**src/design/rnd_pkg.sv**
```systemverilog
// rnd_pkg: types, constants and helper functions of the roman numeral decoder
// used by the interfaces, front, queue, back and top level; no dependencies

package rnd_pkg;

  localparam int unsigned CH_W        = 8;
  localparam int unsigned VALUE_W     = 15;
  localparam int unsigned STATUS_W    = 2;
  localparam int unsigned ACC_W       = 16;
  localparam int unsigned LVAL_W      = 11;
  localparam int unsigned QUEUE_DEPTH = 2;

  localparam logic [1:0]       REPEAT_MAX = 2'd3;
  localparam logic [ACC_W-1:0] ACC_MAX    = 16'h7fff;
  localparam logic [ACC_W-1:0] ACC_MIN    = 16'h8000;

  // codes are ordered by letter value so codes compare like values
  typedef enum logic [2:0] {
    LET_NONE,
    LET_I,
    LET_V,
    LET_X,
    LET_L,
    LET_C,
    LET_D,
    LET_M
  } letter_e;

  typedef enum logic [STATUS_W-1:0] {
    ST_OK        = 2'd0,
    ST_BAD_CHAR  = 2'd1,
    ST_MALFORMED = 2'd2
  } status_e;

  typedef struct packed {
    letter_e letter;
    logic    last;
  } token_t;

  function automatic letter_e classify(input logic [CH_W-1:0] ch);
    letter_e l;
    unique case (ch)
      8'h49:   l = LET_I;
      8'h56:   l = LET_V;
      8'h58:   l = LET_X;
      8'h4c:   l = LET_L;
      8'h43:   l = LET_C;
      8'h44:   l = LET_D;
      8'h4d:   l = LET_M;
      default: l = LET_NONE;
    endcase
    return l;
  endfunction

  function automatic logic [LVAL_W-1:0] letter_value(input letter_e l);
    logic [LVAL_W-1:0] v;
    unique case (l)
      LET_I:   v = 11'd1;
      LET_V:   v = 11'd5;
      LET_X:   v = 11'd10;
      LET_L:   v = 11'd50;
      LET_C:   v = 11'd100;
      LET_D:   v = 11'd500;
      LET_M:   v = 11'd1000;
      default: v = '0;
    endcase
    return v;
  endfunction

  function automatic logic pair_forbidden(input letter_e a, input letter_e b);
    logic f;
    unique case (a)
      LET_I:   f = (b == LET_L) || (b == LET_C) || (b == LET_D) || (b == LET_M);
      LET_V:   f = (b == LET_V) || (b == LET_X) || (b == LET_L) || (b == LET_C) ||
                   (b == LET_D) || (b == LET_M);
      LET_X:   f = (b == LET_D) || (b == LET_M);
      LET_L:   f = (b == LET_L) || (b == LET_C) || (b == LET_D) || (b == LET_M);
      LET_D:   f = (b == LET_D) || (b == LET_M);
      default: f = 1'b0;
    endcase
    return f;
  endfunction

  // clamp a 17-bit two's complement sum to the 16-bit accumulator range
  function automatic logic [ACC_W-1:0] sat_acc(input logic [ACC_W:0] s);
    logic [ACC_W-1:0] r;
    priority if (!s[ACC_W] && s[ACC_W-1]) begin
      r = ACC_MAX;
    end else if (s[ACC_W] && !s[ACC_W-1]) begin
      r = ACC_MIN;
    end else begin
      r = s[ACC_W-1:0];
    end
    return r;
  endfunction

endpackage

```
**src/design/rnd_if.sv**
```systemverilog
// rnd_char_if and rnd_res_if: valid/ready channels of the roman numeral decoder
// depends on rnd_pkg for the field widths

interface rnd_char_if;
  logic                       valid;
  logic                       ready;
  logic [rnd_pkg::CH_W-1:0]   ch;
  logic                       last;

  modport source (output valid, ch, last, input ready);
  modport sink   (input valid, ch, last, output ready);
endinterface

interface rnd_res_if;
  logic                           valid;
  logic                           ready;
  logic [rnd_pkg::VALUE_W-1:0]    value;
  logic [rnd_pkg::STATUS_W-1:0]   status;

  modport source (output valid, value, status, input ready);
  modport sink   (input valid, value, status, output ready);
endinterface

```
**src/design/rnd_front.sv**
```systemverilog
// rnd_front: accepts characters, classifies them into letter codes, registers them
// depends on rnd_pkg and rnd_char_if

module rnd_front (
  input  logic            clk_i,
  input  logic            rst_ni,
  rnd_char_if.sink        in_i,
  output logic            push_valid_o,
  input  logic            push_ready_i,
  output rnd_pkg::token_t push_token_o
);
  import rnd_pkg::*;

  logic   vld_q, vld_d;
  token_t tok_q;
  logic   in_fire;

  assign in_i.ready = !vld_q || push_ready_i;
  assign in_fire    = in_i.valid && in_i.ready;

  always_comb begin
    vld_d = vld_q;
    if (push_ready_i) begin
      vld_d = 1'b0;
    end
    if (in_fire) begin
      vld_d = 1'b1;
    end
  end

  always_ff @(posedge clk_i or negedge rst_ni) begin
    if (!rst_ni) begin
      vld_q <= 1'b0;
    end else begin
      vld_q <= vld_d;
    end
  end

  always_ff @(posedge clk_i) begin
    if (in_fire) begin
      tok_q.letter <= classify(in_i.ch);
      tok_q.last   <= in_i.last;
    end
  end

  assign push_valid_o = vld_q;
  assign push_token_o = tok_q;

endmodule

```
**src/design/rnd_queue.sv**
```systemverilog
// rnd_queue: short first-in first-out queue of letter tokens between front and back
// depends on rnd_pkg

module rnd_queue #(
  parameter int unsigned Depth = rnd_pkg::QUEUE_DEPTH
) (
  input  logic            clk_i,
  input  logic            rst_ni,
  input  logic            push_valid_i,
  output logic            push_ready_o,
  input  rnd_pkg::token_t push_token_i,
  output logic            pop_valid_o,
  input  logic            pop_i,
  output rnd_pkg::token_t pop_token_o
);
  import rnd_pkg::*;

  localparam int unsigned PtrW = (Depth > 1) ? $clog2(Depth) : 1;
  localparam int unsigned CntW = $clog2(Depth + 1);

  token_t            mem_q [Depth];
  logic [PtrW-1:0]   wr_ptr_q, wr_ptr_d;
  logic [PtrW-1:0]   rd_ptr_q, rd_ptr_d;
  logic [CntW-1:0]   cnt_q, cnt_d;
  logic              push;

  assign push_ready_o = (cnt_q != CntW'(Depth));
  assign push         = push_valid_i && push_ready_o;
  assign pop_valid_o  = (cnt_q != '0);
  assign pop_token_o  = mem_q[rd_ptr_q];

  always_comb begin
    wr_ptr_d = wr_ptr_q;
    rd_ptr_d = rd_ptr_q;
    cnt_d    = cnt_q;
    if (push) begin
      wr_ptr_d = (wr_ptr_q == PtrW'(Depth - 1)) ? '0 : wr_ptr_q + PtrW'(1);
    end
    if (pop_i) begin
      rd_ptr_d = (rd_ptr_q == PtrW'(Depth - 1)) ? '0 : rd_ptr_q + PtrW'(1);
    end
    if (push && !pop_i) begin
      cnt_d = cnt_q + CntW'(1);
    end else if (pop_i && !push) begin
      cnt_d = cnt_q - CntW'(1);
    end
  end

  always_ff @(posedge clk_i or negedge rst_ni) begin
    if (!rst_ni) begin
      wr_ptr_q <= '0;
      rd_ptr_q <= '0;
      cnt_q    <= '0;
    end else begin
      wr_ptr_q <= wr_ptr_d;
      rd_ptr_q <= rd_ptr_d;
      cnt_q    <= cnt_d;
    end
  end

  always_ff @(posedge clk_i) begin
    if (push) begin
      mem_q[wr_ptr_q] <= push_token_i;
    end
  end

  a_cnt_bound: assert property (@(posedge clk_i) disable iff (!rst_ni)
    cnt_q <= CntW'(Depth))
    else $error("queue count above depth");

  a_pop_nonempty: assert property (@(posedge clk_i) disable iff (!rst_ni)
    pop_i |-> cnt_q != '0)
    else $error("pop from empty queue");

  a_push_only_grows: assert property (@(posedge clk_i) disable iff (!rst_ni)
    push && !pop_i |=> cnt_q == $past(cnt_q) + CntW'(1))
    else $error("queue count did not grow on push");

endmodule

```
**src/design/rnd_back.sv**
```systemverilog
// rnd_back: pair checks, saturating accumulation and result register
// depends on rnd_pkg and rnd_res_if

module rnd_back (
  input  logic            clk_i,
  input  logic            rst_ni,
  input  logic            tok_valid_i,
  input  rnd_pkg::token_t tok_i,
  output logic            pop_o,
  rnd_res_if.source       out_o
);
  import rnd_pkg::*;

  logic             have_prev_q, have_prev_d;
  letter_e          prev_q, prev_d;
  logic [ACC_W-1:0] acc_q, acc_d;
  logic [1:0]       rep_q, rep_d;
  logic             after_q, after_d;
  logic             bad_q, bad_d;
  logic             mal_q, mal_d;

  logic               out_vld_q, out_vld_d;
  logic [VALUE_W-1:0] value_q, value_d;
  status_e            status_q, status_d;

  letter_e           cur;
  logic [LVAL_W-1:0] vp;
  logic [ACC_W:0]    delta;
  logic [ACC_W:0]    sum;
  logic [1:0]        rep_inc;
  logic [ACC_W:0]    total;

  assign pop_o   = tok_valid_i && (!out_vld_q || out_o.ready);
  assign cur     = tok_i.letter;
  assign vp      = letter_value(prev_q);
  assign delta   = (prev_q >= cur) ? {{(ACC_W + 1 - LVAL_W){1'b0}}, vp}
                                   : -{{(ACC_W + 1 - LVAL_W){1'b0}}, vp};
  assign sum     = {acc_q[ACC_W-1], acc_q} + delta;
  assign rep_inc = (rep_q == REPEAT_MAX) ? rep_q : rep_q + 2'd1;

  always_comb begin
    have_prev_d = have_prev_q;
    prev_d      = prev_q;
    acc_d       = acc_q;
    rep_d       = rep_q;
    after_d     = after_q;
    bad_d       = bad_q;
    mal_d       = mal_q;
    out_vld_d   = out_vld_q;
    value_d     = value_q;
    status_d    = status_q;
    total       = '0;

    if (out_vld_q && out_o.ready) begin
      out_vld_d = 1'b0;
    end

    if (pop_o) begin
      if (cur == LET_NONE) begin
        bad_d = 1'b1;
      end else begin
        if (have_prev_q) begin
          if (!mal_q) begin
            priority if (pair_forbidden(prev_q, cur)) begin
              mal_d = 1'b1;
            end else if (prev_q == cur) begin
              rep_d = rep_inc;
              if ((rep_inc == REPEAT_MAX && !after_q) || (rep_inc == 2'd1 && after_q)) begin
                mal_d = 1'b1;
              end
            end else if (prev_q > cur) begin
              after_d = 1'b0;
              rep_d   = '0;
            end else begin
              if (rep_q == 2'd1) begin
                mal_d = 1'b1;
              end
              after_d = 1'b1;
              rep_d   = '0;
            end
          end
          acc_d = sat_acc(sum);
        end
        prev_d      = cur;
        have_prev_d = 1'b1;
      end

      if (tok_i.last) begin
        total = {acc_d[ACC_W-1], acc_d} +
                (have_prev_d ? {{(ACC_W + 1 - LVAL_W){1'b0}}, letter_value(prev_d)} : '0);
        out_vld_d = 1'b1;
        priority if (bad_d) begin
          status_d = ST_BAD_CHAR;
          value_d  = '0;
        end else if (mal_d) begin
          status_d = ST_MALFORMED;
          value_d  = '0;
        end else begin
          status_d = ST_OK;
          priority if (total[ACC_W]) begin
            value_d = '0;
          end else if (total[ACC_W-1]) begin
            value_d = '1;
          end else begin
            value_d = total[VALUE_W-1:0];
          end
        end
        have_prev_d = 1'b0;
        prev_d      = LET_NONE;
        acc_d       = '0;
        rep_d       = '0;
        after_d     = 1'b0;
        bad_d       = 1'b0;
        mal_d       = 1'b0;
      end
    end
  end

  always_ff @(posedge clk_i or negedge rst_ni) begin
    if (!rst_ni) begin
      have_prev_q <= 1'b0;
      prev_q      <= LET_NONE;
      acc_q       <= '0;
      rep_q       <= '0;
      after_q     <= 1'b0;
      bad_q       <= 1'b0;
      mal_q       <= 1'b0;
      out_vld_q   <= 1'b0;
    end else begin
      have_prev_q <= have_prev_d;
      prev_q      <= prev_d;
      acc_q       <= acc_d;
      rep_q       <= rep_d;
      after_q     <= after_d;
      bad_q       <= bad_d;
      mal_q       <= mal_d;
      out_vld_q   <= out_vld_d;
    end
  end

  always_ff @(posedge clk_i) begin
    value_q  <= value_d;
    status_q <= status_d;
  end

  assign out_o.valid  = out_vld_q;
  assign out_o.value  = value_q;
  assign out_o.status = status_q;

  a_value_zero_on_fault: assert property (@(posedge clk_i) disable iff (!rst_ni)
    out_vld_q && status_q != ST_OK |-> value_q == '0)
    else $error("nonzero value with fault status");

  a_state_cleared_after_last: assert property (@(posedge clk_i) disable iff (!rst_ni)
    pop_o && tok_i.last |=> !have_prev_q && !bad_q && !mal_q && acc_q == '0)
    else $error("numeral state not cleared after final character");

  a_rep_max_is_fault: assert property (@(posedge clk_i) disable iff (!rst_ni)
    rep_q == REPEAT_MAX |-> mal_q)
    else $error("repeat count saturated without malformed flag");

endmodule

```
**src/design/roman_numeral_decoder_top.sv**
```systemverilog
// roman_numeral_decoder_top: Roman numeral to integer decoder
// depends on rnd_pkg, rnd_if, rnd_front, rnd_queue and rnd_back
//
// in_i carries one ASCII character per transfer, left to right, with last
// high on the final character of a numeral. out_o carries one result per
// numeral: value (15 bits) and status (0 ok, 1 bad character, 2 malformed);
// value is 0 unless status is ok. Characters other than the final one give
// no result.
// Throughput is one character per cycle while out_o.ready is not held low,
// set by the pair check and saturating add in the back end. Between the final
// character's transfer and its result transfer lie the front register, the
// queue and the result register.
// Reset clears all numeral state and empties the queue; the block is ready
// once reset is released, with no clearing pass.
// When the receiver holds out_o.ready low the result register holds, the
// back end stops taking tokens, the queue of QueueDepth entries fills and
// in_i.ready falls; no character or result is lost.

module roman_numeral_decoder_top #(
  parameter int unsigned QueueDepth = rnd_pkg::QUEUE_DEPTH
) (
  input  logic      clk_i,
  input  logic      rst_ni,
  rnd_char_if.sink  in_i,
  rnd_res_if.source out_o
);
  import rnd_pkg::*;

  logic   push_valid;
  logic   push_ready;
  token_t push_token;
  logic   tok_valid;
  token_t tok;
  logic   pop;

  rnd_front u_front (
    .clk_i        (clk_i),
    .rst_ni       (rst_ni),
    .in_i         (in_i),
    .push_valid_o (push_valid),
    .push_ready_i (push_ready),
    .push_token_o (push_token)
  );

  rnd_queue #(
    .Depth (QueueDepth)
  ) u_queue (
    .clk_i        (clk_i),
    .rst_ni       (rst_ni),
    .push_valid_i (push_valid),
    .push_ready_o (push_ready),
    .push_token_i (push_token),
    .pop_valid_o  (tok_valid),
    .pop_i        (pop),
    .pop_token_o  (tok)
  );

  rnd_back u_back (
    .clk_i       (clk_i),
    .rst_ni      (rst_ni),
    .tok_valid_i (tok_valid),
    .tok_i       (tok),
    .pop_o       (pop),
    .out_o       (out_o)
  );

endmodule
```
**src/flat_wrapper.sv**
```systemverilog
// flat-port wrapper written by rule: the top's interface ports become plain ports
module roman_numeral_decoder_top_flat import rnd_pkg::*;
#(
  parameter int unsigned QueueDepth = rnd_pkg::QUEUE_DEPTH
)
  (clk_i, rst_ni, in_i_valid, in_i_ch, in_i_last, in_i_ready, out_o_valid, out_o_value, out_o_status, out_o_ready);
  rnd_char_if in_i_i ();
  rnd_res_if out_o_i ();
  input  logic clk_i;
  input  logic rst_ni;
  input wire logic [$bits(in_i_i.valid)-1:0] in_i_valid;
  input wire logic [$bits(in_i_i.ch)-1:0] in_i_ch;
  input wire logic [$bits(in_i_i.last)-1:0] in_i_last;
  output wire logic [$bits(in_i_i.ready)-1:0] in_i_ready;
  output wire logic [$bits(out_o_i.valid)-1:0] out_o_valid;
  output wire logic [$bits(out_o_i.value)-1:0] out_o_value;
  output wire logic [$bits(out_o_i.status)-1:0] out_o_status;
  input wire logic [$bits(out_o_i.ready)-1:0] out_o_ready;
  assign in_i_i.valid = in_i_valid;
  assign in_i_i.ch = in_i_ch;
  assign in_i_i.last = in_i_last;
  assign in_i_ready = in_i_i.ready;
  assign out_o_valid = out_o_i.valid;
  assign out_o_value = out_o_i.value;
  assign out_o_status = out_o_i.status;
  assign out_o_i.ready = out_o_ready;
  roman_numeral_decoder_top #(.QueueDepth(QueueDepth)) u_core (.clk_i(clk_i), .rst_ni(rst_ni), .in_i(in_i_i), .out_o(out_o_i));
endmodule
```
**config.mk**
```make
export PLATFORM = sky130hd
export DESIGN_NAME = roman_numeral_decoder_top_flat
export DESIGN_NICKNAME = d
export VERILOG_FILES = /design/src/design/rnd_pkg.sv /design/src/design/rnd_if.sv /design/src/design/rnd_front.sv /design/src/design/rnd_queue.sv /design/src/design/rnd_back.sv /design/src/design/roman_numeral_decoder_top.sv /design/src/flat_wrapper.sv
export SDC_FILE = /design/constraint.sdc
export NUM_CORES = 1
export LEC_CHECK = 0
export BUFFER_PORTS_ARGS = -buffer_cell sky130_fd_sc_hd__buf_2
export CAP_MARGIN = 20
export CORE_MARGIN = 5
export CORE_UTILIZATION = 50
export CTS_CLUSTER_DIAMETER = 100
export DETAILED_ROUTE_END_ITERATION = 16
export GPL_TIMING_DRIVEN = 1
export PLACE_DENSITY = 0.76
export SKIP_CTS_REPAIR_TIMING = 1
export SLEW_MARGIN = 20
export SYNTH_ARGS = -nofsm -noshare
export SYNTH_HDL_FRONTEND = slang
export SYNTH_HIERARCHICAL = 1
export SYNTH_SLANG_ARGS = --single-unit
```
**constraint.sdc**
```tcl
create_clock -name clk_i -period 13.87 [get_ports clk_i]
set_input_delay 3.4675 -clock clk_i [delete_from_list [all_inputs] [get_ports clk_i]]
set_output_delay 3.4675 -clock clk_i [all_outputs]
set_load 0.05 [all_outputs]
```
# Word-level counts from Yosys, hierarchy flattened
# Memories as Yosys holds them, arrays and structs flattened.
# Cells that the tools add are included.
# W data, S select, Z words.
[totals]
word_cells = 168
output_inout_bits = 19
inputBits = 13
regBits = 52
n_memories = 1
mem_bits_rw = 8
[memory_table]
columns = ["memory", "depth", "word_bits", "rd", "rd_ports_with_merged_regs", "write_ports", "line", "source"]
rows = [
  ["u_core.u_queue.mem_q", 2, 4, 1, 0, 1, "rnd_queue.sv:21", "token_t mem_q [Depth];"],
]
[op_classes]
n_lt_le_gt_ge = 2
n_addsub = 8
n_reduce_logical = 40
n_mux = 64
n_eq_ne = 37
[op_table]
columns = ["operator", "count"]
rows = [
  ["$pmux W10 S7", 2],
  ["$mux W16", 6],
  ["$eq A8 B7 Y1 const B", 7],
  ["$eq A3 B3 Y1 const B", 12],
  ["$mux W1", 36],
  ["$mux W11", 3],
  ["$pmux W3 S7", 1],
  ["$mux W2", 10],
  ["$eq A3 B2 Y1 const B", 6],
  ["$add A16 B12 Y17", 1],
  ["$add A17 B17 Y17", 1],
  ["$mux W17", 1],
  ["$neg A11 Y17", 1],
  ["$mux W15", 1],
  ["$logic_or A1 B1 Y1", 12],
  ["$logic_and A1 B1 Y1", 10],
  ["$mux W3", 3],
  ["$ne A2 B1 Y1 const B", 4],
  ["$reduce_bool A2 Y1", 4],
  ["$logic_not A1 Y1", 7],
  ["$eq A3 B1 Y1 const B", 2],
  ["$reduce_and A6 Y1", 1],
  ["$reduce_and A5 Y1", 1],
  ["$add A2 B1 Y2 const B", 2],
  ["other kinds (13)", 17],
]

# Longest topological paths before layout
# An unclocked memory read counts as a cell.
[logic_depth]
depth_word = 18
depth_mapped = 34

# Hierarchy
# The synthesis kept the hierarchy.
[by_module_without_submodules]
columns = ["mod", "cells_each", "area_per_inst_um2", "instances", "seq_area_each_um2"]
rows = [
  ["rnd_back", 467, 3997.6, 1, 1161.1],
  ["rnd_queue", 30, 494.2, 1, 340.3],
  ["rnd_front", 28, 297.8, 1, 145.1],
]

# Worst setup path before layout
# Ideal clock, no wire load.
[synth_path]
kind = "flip-flop to flip-flop"
start = "register u_core.u_queue.rd_ptr_q"
end = "register u_core.u_back.value_q[12], in the netlist u_core/u_back/out_o.value[12], data pin"
setup_time_ns = 0.140
arrival_ns = 6.353
stages_incl_launch_ff = 30
slack_ns = 7.376
cell_sequence = "dfrtp_1 -> mux2_2 -> ha_1 -> nor2b_1 -> o21ai_0 -> clkbuf_1 -> o21a_1 -> inv_1 -> fa_1 -> nand2b_1 -> a21oi_2 -> o2111ai_2 -> a311o_2 -> a31oi_4 -> nor2_2 -> maj3_1 -> o21ai_0 -> inv_1 -> fa_1 -> nor2b_1 -> o21ai_0 -> a21oi_1 -> o22ai_1 -> o21ai_0 -> o21ai_0 -> a21oi_2 -> a31o_1 -> nand2_2 -> buf_4 -> a21oi_2"
[synth_lines]
columns = ["item", "line", "source"]
rows = [
  ["from (decl)", "rnd_queue.sv:23", "logic [PtrW-1:0] rd_ptr_q, rd_ptr_d;"],
  ["from (signal assigned)", "rnd_queue.sv:56", "rd_ptr_q <= rd_ptr_d;"],
  ["to (signal assigned)", "rnd_back.sv:142", "value_q <= value_d;"],
  ["to (decl)", "rnd_back.sv:23", "logic [VALUE_W-1:0] value_q, value_d;"],
]

# Worst setup path in the final report
[layout_path]
start = "register u_core.u_back.prev_q[0]"
end = "register u_core.u_back.value_q[14], in the netlist u_core/u_back/out_o.value[14], data pin"
[layout_via]
elab_chain_len = 14
word_cells_on_any_way = 53
classes_between = "add/sub (3); order compare (2); eq/ne (15); mux (26); reduce/logical (7)"
[layout_rtl]
columns = ["item", "line", "source"]
rows = [
  ["from (decl)", "rnd_back.sv:15", "letter_e prev_q, prev_d;"],
  ["from (signal assigned)", "rnd_back.sv:131", "prev_q <= prev_d;"],
  ["$eq A3 B3 Y1, or another cell as far along", "rnd_pkg.sv:57", "unique case (l)"],
  ["$pmux W10 S7", "rnd_pkg.sv:57", ""],
  ["$neg A11 Y17", "rnd_back.sv:37", ": -{{(ACC_W + 1 - LVAL_W){1'b0}}, vp};"],
  ["$mux W17", "rnd_back.sv:36", "assign delta = (prev_q >= cur) ? {{(ACC_W + 1 - LVAL_W){1'b0}}, vp}"],
  ["$add A17 B17 Y17", "rnd_back.sv:38", "assign sum = {acc_q[ACC_W-1], acc_q} + delta;"],
  ["$logic_not A1 Y1", "rnd_pkg.sv:89", "end else if (s[ACC_W] && !s[ACC_W-1]) begin"],
  ["$logic_and A1 B1 Y1", "rnd_pkg.sv:89", ""],
  ["$mux W16", "rnd_pkg.sv:89", ""],
  ["$mux W16", "rnd_pkg.sv:87", "priority if (!s[ACC_W] && s[ACC_W-1]) begin"],
  ["$mux W16", "rnd_back.sv:62", "if (have_prev_q) begin"],
  ["$mux W16", "rnd_back.sv:59", "if (cur == LET_NONE) begin"],
  ["$mux W16", "rnd_back.sv:58", "if (pop_o) begin"],
  ["$add A16 B12 Y17", "rnd_back.sv:89", "total = {acc_d[ACC_W-1], acc_d} +"],
  ["$reduce_or A3 Y1 (no line) or $mux W15 (tied branches)", "-", ""],
]
# Several ways; a longest one is shown, not always the timed one. The select of a mux whose other input is x is not followed.
# A chain may end at the register's enable or synchronous reset.

==> flow_summary_export.csv <==
group,metric,value,unit
placed_design,hpwlAfterDp,8560,um
final_layout,fin_cells,683,
final_layout,antenna_cells,0,
final_layout,final_area,0.00522,mm^2
synthesis,synth_area_leaders,"edfxtp_1 (18%), dfrtp_1 (16%), ha_1 (8.4%)",
grt,first_global_vias,3885,
cts,cts_tree,"yes",
synthesis,yosys_warnings,6,
cts,root_buffer,"clkbuf_8",
route,via_per_inst,5.92,
die,core.rowCount,35,
timing,clock_skew,0.0125,ns
synthesis,synth_area_leader_cell,"edfxtp_1",
synthesis,synth_top_area_share,18.2,%
synthesis,syn_inst,525,
final_layout,fill_cells,820,
placed_design,dp_cells,667,
critical_path,critPathArrivalTime,7.70,ns
route,first_pass_iters,5,
timing,setup_viol,0,
final_layout,multi_input_area,0.00296,mm^2
synthesis,ys_seq_elements,60,
final_layout,fin_nets,596,
grt,grt-ovfl-total,0,
cts,path_clk_slew,0.07,ns
timing,tightestPinTransition,1.10,ns
placed_design,port_buffers,31,
grt,grt_max_degree,32,
grt,grt_usage,19.8,%
critical_path,end_kind,"flop",
cts,cts_inserted_buffers,9,
die,start_util,51.6,%
timing,min_period,7.52,ns
grt,grt_pass1_wl,18400,um
placed_design,gp_congestion,0.949,
timing,rsz0062_at_grt,"no",
final_layout,area_delta_synth_final,8.99,%
synthesis,ys_seq_area_share,34.4,%
cts,insertion_delay,0.34,ns
cts,clock-sinks,60,
critical_path,required,14.05,ns
timing,tns,0,ns
route,wl_per_cell,16.2,um
timing,fin_crit_sh,54.2,%
timing,maxSlewViolCount,0,
die,die_h,108,um
critical_path,crit_fanout,15,
cts,htree_levels,3,
route,drt_iter0_drc,310,
synthesis,synthFlopType,"dfrtp_1",
synthesis,syn-cell-area,0.00479,mm^2
die,die-width,108,um
timing,finalHoldViolations,0,
synthesis,synth-async-reset-ratio,51.7,%
route,ant_nets,0,
final_layout,layout-drive-gt1-share,17.0,%
die,core,0.00928,mm^2
final_layout,mostFrequentLayoutCell,"a21oi_1",
critical_path,worstSetupPathType,"reg -> reg",
status,status,"finished clean",
die,dieArea,0.0116,mm^2
final_layout,register_area,0.00165,mm^2
cts,clockBufferDepth,2,
route,vias,4042,
synthesis,synth_edf_count,29,
route,drcViolationCount,0,
placed_design,place_area,0.00501,mm^2
grt,antenna_found_initial,0,
timing,relSlewSlack,26.4,%
hold_path,hp-class,"reg -> reg",
synthesis,synth_nets,572,
die,io_pins,32,
critical_path,cp-start-kind,"flop",
route,drt_wl_total,11100,um
synthesis,syn_area_per_cell,9.12,um^2
synthesis,synth.distinct_cells,81,
final_layout,mostFrequentLayoutCells,"a21oi_1 (48), nand2_1 (44), nor2_1 (39), o21ai_0 (38), ha_1 (32)",
timing,max_freq,133,MHz
run,cap_violations,0,
cell usage after synthesis (3+ instances only):
master / n
mux2_2: 6
a31oi_1: 4
dfrtp_1: 31
o21ai_0: 39
maj3_1: 5
xor2_1: 18
nand4_1: 4
ha_1: 32
inv_1: 22
o21a_1: 5
nor3_1: 17
clkbuf_1: 11
edfxtp_1: 29
nor2b_1: 10
o22ai_1: 6
nand2b_1: 12
o31ai_1: 7
a211oi_1: 5
o211ai_1: 6
and2_1: 5
and3_1: 4
xnor2_1: 13
a21oi_1: 48
or2_2: 7
a21oi_2: 12
a22o_1: 13
nor2_1: 39
buf_2: 3
nand3_1: 5
nor3b_1: 3
o21bai_1: 3
nand2_1: 44
final cells by class:
cell class / count / area share, %
Clock buffer: 10 / 2.64
Clock inverter: 6 / 1.34
Inverter: 23 / 1.65
Multi-Input combinational cell: 424 / 56.8
Sequential cell: 60 / 31.5
Tap cell: 129 / 3.09
Timing Repair Buffer: 31 / 2.97
per-layer routing:
layer / up-vias / GRT usage [%] / part of all wire, %
li1: 1986 / - / -
met1: 1876 / 25.2 / 43
met2: 147 / 34.8 / 49
met3: 33 / 3.18 / 5.7
met4: 0 / 4.78 / 2.3
met5: - / 0 / 0
worst max-delay path, cell delays in order, from the launching register on:
cell and delay, ns:
dfrtp_1 0.57, clkinv_1 0.33, ha_1 0.39, nor2b_1 0.06, o21ai_1 0.59, o21a_1 0.23
inv_1 0.07, fa_1 0.41, nand2b_1 0.21, a21oi_2 0.22, o2111ai_2 0.19, a311o_2 0.48
a31oi_4 0.26, nor2_2 0.13, maj3_1 0.35, o21ai_0 0.27, inv_1 0.15, fa_1 0.47
nor2b_1 0.12, o21ai_0 0.11, a21oi_1 0.20, o22ai_1 0.13, o21ai_0 0.29, o21ai_0 0.17
a21oi_2 0.29, a31o_1 0.23, nand2_2 0.22, o22ai_1 0.23
through the flow:
stage / setup WS, ns / hold slack [ns] / utilization [%]
3_5_place_dp: 6.19 / 0.435 / 54.0
4_1_cts: 6.12 / 0.452 / 56.2
3_3_place_gp: 6.52 / 0.425 / 54.0
5_1_grt: 5.66 / 0.460 / 56.2
2_1_floorplan: 7.38 / 0.421 / -
6_report: 6.35 / 0.451 / 56.2
logic make-up (layout without fill, tap and decap cells):
logic type / count (synthesis) / in the layout / synth area share (%)
mux: 8 / 8 / 1.83
compound gates: 180 / 180 / 25.8
buf+inv: 41 / 70 / 3.76
flops: 60 / 60 / 34.4
xor+xnor: 32 / 32 / 6.24
simple gates: 165 / 165 / 17.7
fa+ha+maj: 39 / 39 / 10.2
flip-flops by register name (all words and copies together) (netlist names), 2 cells and up:
register	flops
u_core/u_queue/mem_q	8
u_core/u_back/rep_q	2
u_core/u_back/prev_q	3
u_core/u_queue/cnt_q	2
u_core/u_back/out_o.status	2
u_core/u_back/out_o.value	15
u_core/u_back/acc_q	16
u_core/u_front/push_token_o	4
path summary, 6_finish.rpt:
| kind | slack [ns] | cells after the start | startpoint | end |
|---|---|---|---|---|
| worst max-delay path | 6.35 | 27 | u_core/u_back/prev_q[0] | u_core/u_back/out_o.value[14] |
| worst min-delay path | 0.45 | 0 | u_core/u_front/push_token_o[2] | u_core/u_queue/mem_q[1][2] |
| worst max register to register | 6.35 | 27 | u_core/u_back/prev_q[0] | u_core/u_back/out_o.value[14] |
| worst min register to register | 0.45 | 0 | u_core/u_front/push_token_o[2] | u_core/u_queue/mem_q[1][2] |
| max in group asynchronous | 10.23 | 1 | rst_ni | u_core/u_back/prev_q[1] |
| min in group asynchronous | 3.17 | 1 | rst_ni | u_core/u_back/acc_q[8] |
Power is left out: the tool's default activity adds up to more than one toggle a clock period on the data nets, which glitch-free logic cannot reach.
